### src/pst_pkg.sv
package pst_pkg;

    localparam int OP_W  = 3;
    localparam int POS_W = 8;
    localparam int VAL_W = 32;
    localparam int ST_W  = 2;
    localparam int RD_W  = 32;

    localparam int IN_W  = ((OP_W + POS_W + VAL_W + 7) / 8) * 8;

    localparam logic [OP_W-1:0] OP_APPEND     = 3'd0;
    localparam logic [OP_W-1:0] OP_INSERT     = 3'd1;
    localparam logic [OP_W-1:0] OP_REMOVE_END = 3'd2;
    localparam logic [OP_W-1:0] OP_REMOVE     = 3'd3;
    localparam logic [OP_W-1:0] OP_READ       = 3'd4;
    localparam logic [OP_W-1:0] OP_READ_END   = 3'd5;

    localparam logic [ST_W-1:0] ST_OK        = 2'd0;
    localparam logic [ST_W-1:0] ST_EMPTY     = 2'd1;
    localparam logic [ST_W-1:0] ST_FULL      = 2'd2;
    localparam logic [ST_W-1:0] ST_NOT_FOUND = 2'd3;

    typedef struct packed {
        logic ins;
        logic rem;
    } t_store_ctrl;

endpackage

### src/pst_store.sv
module pst_store #(
    parameter int CAPACITY   = 16,
    parameter int DATA_WIDTH = 32,
    parameter int IDX_W      = 4
) (
    input  logic                    i_clk,
    input  pst_pkg::t_store_ctrl    i_ctrl,
    input  logic [IDX_W-1:0]        i_idx,
    input  logic [DATA_WIDTH-1:0]   i_wr_data,
    output logic [DATA_WIDTH-1:0]   o_rd_data
);
    import pst_pkg::*;

    logic [DATA_WIDTH-1:0] r_mem [CAPACITY];

    for (genvar g = 0; g < CAPACITY; g++) begin : g_entry
        localparam logic [IDX_W-1:0] GI = IDX_W'(g);
        always_ff @(posedge i_clk) begin
            if (i_ctrl.ins) begin
                if (GI == i_idx) begin
                    r_mem[g] <= i_wr_data;
                end
                if (g > 0) begin
                    if (GI > i_idx) begin
                        r_mem[g] <= r_mem[(g > 0) ? g - 1 : 0];
                    end
                end
            end else if (i_ctrl.rem) begin
                if (g < CAPACITY - 1) begin
                    if (GI >= i_idx) begin
                        r_mem[g] <= r_mem[(g < CAPACITY - 1) ? g + 1 : g];
                    end
                end
            end
        end
    end

    assign o_rd_data = r_mem[i_idx];

endmodule

### src/positional_sequence_table.sv
// a registered result beat appears in the cycle after its input beat is accepted
// one beat per cycle unless output stalls; inserts/removals shift in parallel
// an input beat is taken whenever the result register is empty or being drained
// reset (synchronous, active low) clears the entry count and the result valid
// entry contents stay undefined until written; slots past the count are never read
module positional_sequence_table #(
    parameter int CAPACITY   = 16,
    parameter int DATA_WIDTH = 32,
    localparam int CNT_W     = $clog2(CAPACITY + 1),
    localparam int OUT_W     = ((pst_pkg::ST_W + pst_pkg::RD_W + CNT_W + 7) / 8) * 8
) (
    input  logic                     i_clk,
    input  logic                     i_rst_n,
    input  logic                     i_s_axis_tvalid,
    output logic                     o_s_axis_tready,
    // operation, position, value
    input  logic [pst_pkg::IN_W-1:0] i_s_axis_tdata,
    output logic                     o_m_axis_tvalid,
    input  logic                     i_m_axis_tready,
    // status, read_data, entry_count
    output logic [OUT_W-1:0]         o_m_axis_tdata
);
    import pst_pkg::*;

    localparam int IDX_W = $clog2(CAPACITY);
    localparam int CMP_W = (CNT_W > POS_W) ? CNT_W : POS_W;

    logic [OP_W-1:0]       in_op;
    logic [POS_W-1:0]      in_pos;
    logic [VAL_W-1:0]      in_value;
    logic                  accept;
    logic [CMP_W-1:0]      cnt_c;
    logic [CMP_W-1:0]      pos_c;
    logic [CMP_W-1:0]      last_c;
    logic [CMP_W-1:0]      cap_c;
    logic                  pos_past;
    logic [63:0]           val_ext;
    logic [63:0]           rd_ext;
    t_store_ctrl           op_ctrl;
    t_store_ctrl           st_ctrl;
    logic [IDX_W-1:0]      idx;
    logic [DATA_WIDTH-1:0] store_rd;
    logic                  rd_sel;
    logic [ST_W-1:0]       n_status;
    logic [CNT_W-1:0]      n_count;

    logic [CNT_W-1:0]      r_count;
    logic                  r_out_valid;
    logic [ST_W-1:0]       r_status;
    logic [RD_W-1:0]       r_rd;
    logic [CNT_W-1:0]      r_out_cnt;

    assign in_op    = i_s_axis_tdata[OP_W-1:0];
    assign in_pos   = i_s_axis_tdata[OP_W+POS_W-1:OP_W];
    assign in_value = i_s_axis_tdata[OP_W+POS_W+VAL_W-1:OP_W+POS_W];

    assign o_s_axis_tready = !r_out_valid || i_m_axis_tready;
    assign accept          = i_s_axis_tvalid && o_s_axis_tready;

    assign cnt_c    = CMP_W'(r_count);
    assign pos_c    = CMP_W'(in_pos);
    assign cap_c    = CMP_W'(CAPACITY);
    assign last_c   = cnt_c - CMP_W'(1);
    assign pos_past = pos_c >= cnt_c;
    assign val_ext  = 64'(in_value);
    assign rd_ext   = 64'(store_rd);

    always_comb begin
        op_ctrl  = '0;
        idx      = pos_c[IDX_W-1:0];
        rd_sel   = 1'b0;
        n_status = ST_OK;
        n_count  = r_count;
        case (in_op)
            OP_APPEND, OP_INSERT: begin
                if (cnt_c == cap_c) begin
                    n_status = ST_FULL;
                end else begin
                    op_ctrl.ins = 1'b1;
                    n_count     = r_count + CNT_W'(1);
                    if (in_op == OP_APPEND || pos_past) begin
                        idx = cnt_c[IDX_W-1:0];
                    end
                end
            end
            OP_REMOVE_END, OP_REMOVE: begin
                if (r_count == '0) begin
                    n_status = ST_EMPTY;
                end else begin
                    op_ctrl.rem = 1'b1;
                    n_count     = r_count - CNT_W'(1);
                    if (in_op == OP_REMOVE_END || pos_past) begin
                        idx = last_c[IDX_W-1:0];
                    end
                end
            end
            OP_READ: begin
                if (r_count == '0) begin
                    n_status = ST_EMPTY;
                end else if (pos_past) begin
                    n_status = ST_NOT_FOUND;
                end else begin
                    rd_sel = 1'b1;
                end
            end
            OP_READ_END: begin
                idx = last_c[IDX_W-1:0];
                if (r_count == '0) begin
                    n_status = ST_EMPTY;
                end else begin
                    rd_sel = 1'b1;
                end
            end
            default: begin
            end
        endcase
    end

    assign st_ctrl.ins = op_ctrl.ins && accept;
    assign st_ctrl.rem = op_ctrl.rem && accept;

    pst_store #(
        .CAPACITY   (CAPACITY),
        .DATA_WIDTH (DATA_WIDTH),
        .IDX_W      (IDX_W)
    ) u_store (
        .i_clk     (i_clk),
        .i_ctrl    (st_ctrl),
        .i_idx     (idx),
        .i_wr_data (val_ext[DATA_WIDTH-1:0]),
        .o_rd_data (store_rd)
    );

    always_ff @(posedge i_clk) begin
        if (!i_rst_n) begin
            r_count     <= '0;
            r_out_valid <= 1'b0;
        end else begin
            if (accept) begin
                r_count     <= n_count;
                r_out_valid <= 1'b1;
            end else if (i_m_axis_tready) begin
                r_out_valid <= 1'b0;
            end
        end
    end

    always_ff @(posedge i_clk) begin
        if (accept) begin
            r_status  <= n_status;
            r_rd      <= rd_sel ? rd_ext[RD_W-1:0] : '0;
            r_out_cnt <= n_count;
        end
    end

    assign o_m_axis_tvalid = r_out_valid;
    assign o_m_axis_tdata  = OUT_W'({r_out_cnt, r_rd, r_status});

endmodule
### config.mk
export PLATFORM = sky130hd
export DESIGN_NAME = positional_sequence_table
export DESIGN_NICKNAME = d
export VERILOG_FILES = /design/src/pst_pkg.sv /design/src/pst_store.sv /design/src/positional_sequence_table.sv
export SDC_FILE = /design/constraint.sdc
export NUM_CORES = 2
export LEC_CHECK = 0
export BUFFER_PORTS_ARGS = -buffer_cell sky130_fd_sc_hd__buf_4
export CAP_MARGIN = 20
export CORE_AREA = 5 5 240 242
export CTS_CLUSTER_SIZE = 14
export DETAILED_ROUTE_END_ITERATION = 8
export DIE_AREA = 0 0 245 247
export PLACE_DENSITY = 0.75
export SYNTH_ARGS = -nofsm -noshare
export SYNTH_HDL_FRONTEND = slang
export SYNTH_SLANG_ARGS = --single-unit
### constraint.sdc
create_clock -name i_clk -period 8 [get_ports i_clk]
set_input_delay 0.8 -clock i_clk [delete_from_list [all_inputs] [get_ports i_clk]]
set_output_delay 0.8 -clock i_clk [all_outputs]
set_load 0.02 [all_outputs]
==> results.txt <==
Total number of nets in the final design -> 3,280
Detailed-placement wirelength estimate -> 72.4 mm
Flop and latch count out of synthesis -> 557
DR pass1 iterations -> 9
Floorplan row count -> 86
Total global routing track utilization -> 39.6%
Worst-case vdd ir drop -> 0.181 mV
Final TNS setup -> 0 ns
Post-cts resize count -> 0
Final slew viol count -> 0
Crit path DAT -> 6.73 ns
Final Hold Vio Count -> 0
Violated checks -> design-rule violations
RSZ-0062 raised after global routing -> false
Share of the clock period used by the worst path -> 78.3%
Hold Buf Count CTS -> 0
Routed Antenna Nets -> 0
CP most frequent cell -> buf_4
Number of global-route vias before repair -> 28,500
Total setup violations reported at the end of the flow -> 0
Root Driver -> clkbuf_16
Wirelength, routed -> 126 mm
Number of placed instances, taps included -> 3,860
Initial antenna violation count -> 7
Clk sink count -> 557
Leakage power figure -> 0.0141 uW
Global placer's final weighted congestion -> 0.942
Shortest period the worst path allows -> 6.27 ns
FF-to-FF setup slack -> 1.73 ns
Starting Density -> 59.7%
DRC violation count after routing -> 1
Inserted Clock Buffers -> 60
Cell Pwr Density -> 213 mW/mm2
Min-delay worst type -> in2reg
Filler instances -> 4,211
Core area -> 0.0549 mm2
Primary FF master, synth -> edfxtp_1
Synthesized instance count -> 3,298
Transition time at the pin with the least slew margin -> 1.21 ns
Mean cell area of the mapped netlist -> 9.94 um2
Post-Syn Area -> 0.0328 mm2
Max H-tree Level -> 2
Leading cell type in the layout, fill and taps excluded -> edfxtp_1
Global route total overflow -> 0
Maximum cell stage delay along the critical path -> 1.06 ns
Worst endpoint required time -> 8.47 ns
Syn_nets -> 3,357
CTS tree -> yes
Number of enable flip-flop cells after synthesis -> 551
Critical-path maximum fanout -> 24
Sequential-to-total area share from yosys stat -> 50.8%
Max-capacitance violation count -> 0
Worst slew slack as a fraction of its limit -> 18.9%
Post-CTS clock slew at the launch and capture registers of the worst setup and hold paths -> 0.06 ns
Number of buffers between clock root and the deepest sink -> 3
Number of vias per cell -> 7.56
Synthesis-to-finish area growth -> 10.3%
Number of post-CTS setup repair buffers -> 0
Die outline width -> 245 um
Fmax -> 160 MHz
Class of the most critical setup path -> reg2reg
Highest-delay cell along the critical path -> o31ai_4
Vias -> 30,100
Die extent in y -> 247 um
Share of post-route cells with drive strength above 1 -> 12.2%
Wire length of the first global-routing pass -> 180 mm
Status -> finished, violations left
CP startpoint kind -> flip-flop
Commonest non-fill, non-tap cells in the layout -> edfxtp_1 (551), nand2_1 (410), a21oi_1 (365)
Capturing element type of the critical path -> flip-flop
Count of warnings emitted by yosys -> 0
Count of different cell masters after synthesis -> 70
Setup Skew -> 0.0257 ns
Largest net degree at the start of global routing -> 73
Port Buffer Count -> 87
Synth async-reset ratio -> 0%
# IOs -> 94
Area of the die -> 0.0605 mm2
Worst-Skew Late Latency -> 0.65 ns
Post-route non-filler standard cell count -> 3,979
Number of violations reported at the end of detailed-routing iteration 0 -> 6,221
Sequence of cells on the critical path -> inv_1 -> ha_1 -> nor4b_2 -> buf_4 -> or2_1 -> a31oi_1 -> o22ai_1 -> o2111a_1 -> o31ai_4 -> buf_4 -> a21boi_4 -> buf_4 -> nand2_1 -> a31oi_1
WL per Instance -> 31.6 um
-- through the flow --
step                      area, um2  setup WS, ns  total power, uW  hold slack [ns]  util [%]
after floorplan               32800          2.62             4410            0.537         -
final                         36200          1.73             7710            0.403      65.9
after CTS                     36100          2.07             7610            0.400      65.8
after global routing          36100          1.75             7860            0.422      65.9
after global placement        34100          2.04             4880            0.531      62.2
after detailed placement      34200          2.03             4930            0.558      62.4
-- layer usage --
| layer | track usage, % | share of wire (%) |
|---|---|---|
| met5 | 0 | 0.052 |
| met4 | 22.4 | 7.3 |
| met3 | 15.1 | 17 |
| met2 | 57.9 | 42 |
| met1 | 50.9 | 34 |
-- where the power goes --
part | switching [uW] | leakage (uW) | internal, uW
combinational | 1010 | 0.00805 | 427
sequential | 105 | 0.00512 | 3420
clock | 1210 | 0.000913 | 1540
-- kinds of logic after synthesis --
group                      Yosys count  share of synthesized area, %
AOI/OAI and AO/OA                 1005                          18.7
xor gates and xnor gates             4                         0.107
adders and majority gates            7                         0.267
buffers and inverters              328                          4.23
DFF                                557                          50.8
muxes                              417                          13.2
other                                1                        0.0114
and+or+nand+nor                    979                          12.6
-- registers in the layout (all words and copies together) (netlist names) --
name and flops:
o_m_axis_tvalid 1, r_status 2, u_store.r_mem 512, r_rd 32
r_count 5, r_out_cnt 5
-- cell type report --
cell class,instances,area [um2],share of cell area [%]
Sequential cell,557,16700,46.1
Multi-Input combinational cell,2413,15300,42.2
Clock buffer,78,1610,4.46
Timing Repair Buffer,176,1420,3.91
Tap cell,704,881,2.44
Clock inverter,32,258,0.713
Inverter,13,48.8,0.135
Antenna cell,6,15.0,0.0415
-- worst max-delay path: cells and delay by family, from the launching register on --
family / cells / cell delay, ns
AOI/OAI and AO/OA: 6 / 2.99
adders and majority gates: 1 / 0.32
buffers and inverters: 4 / 1.57
DFF: 1 / 0.57
and+or+nand+nor: 3 / 0.57
-- cell usage after synthesis (6+ instances only) --
cell type,instances,share of area [%]
a21oi_1,376,5.7
buf_4,6,0.14
buf_2,51,0.78
inv_1,11,0.13
a22o_1,32,0.85
o211ai_1,10,0.23
buf_1,22,0.25
ha_1,7,0.27
mux2_4,10,0.46
nor2b_1,6,0.11
o22ai_1,34,0.65
buf_6,9,0.31
nor3_1,24,0.37
a2111o_1,32,1.1
clkbuf_1,227,2.6
mux2i_1,321,9.8
a21o_1,33,0.76
and3_1,15,0.29
nor2_1,346,4.0
a31oi_1,125,2.4
a221o_1,16,0.49
nand3_1,105,1.6
mux2_1,25,0.86
or4_1,32,0.73
nand2b_1,11,0.21
edfxtp_1,551,50
o21ai_1,8,0.12
a211oi_1,99,2.3
dfxtp_1,6,0.37
mux2_2,61,2.1
nand2_1,418,4.8
o21ai_0,205,3.1
-- path summary, 6_finish.rpt --
kind / from / endpoint / cells after the start
max: r_count[0] / u_store.r_mem[13][27] / 14
min: i_rst_n / r_count[0] / 2
max reg2reg: r_count[0] / u_store.r_mem[13][27] / 14
min reg2reg: o_m_axis_tvalid / o_m_axis_tvalid / 2
Power figures use the tool's default switching activity.
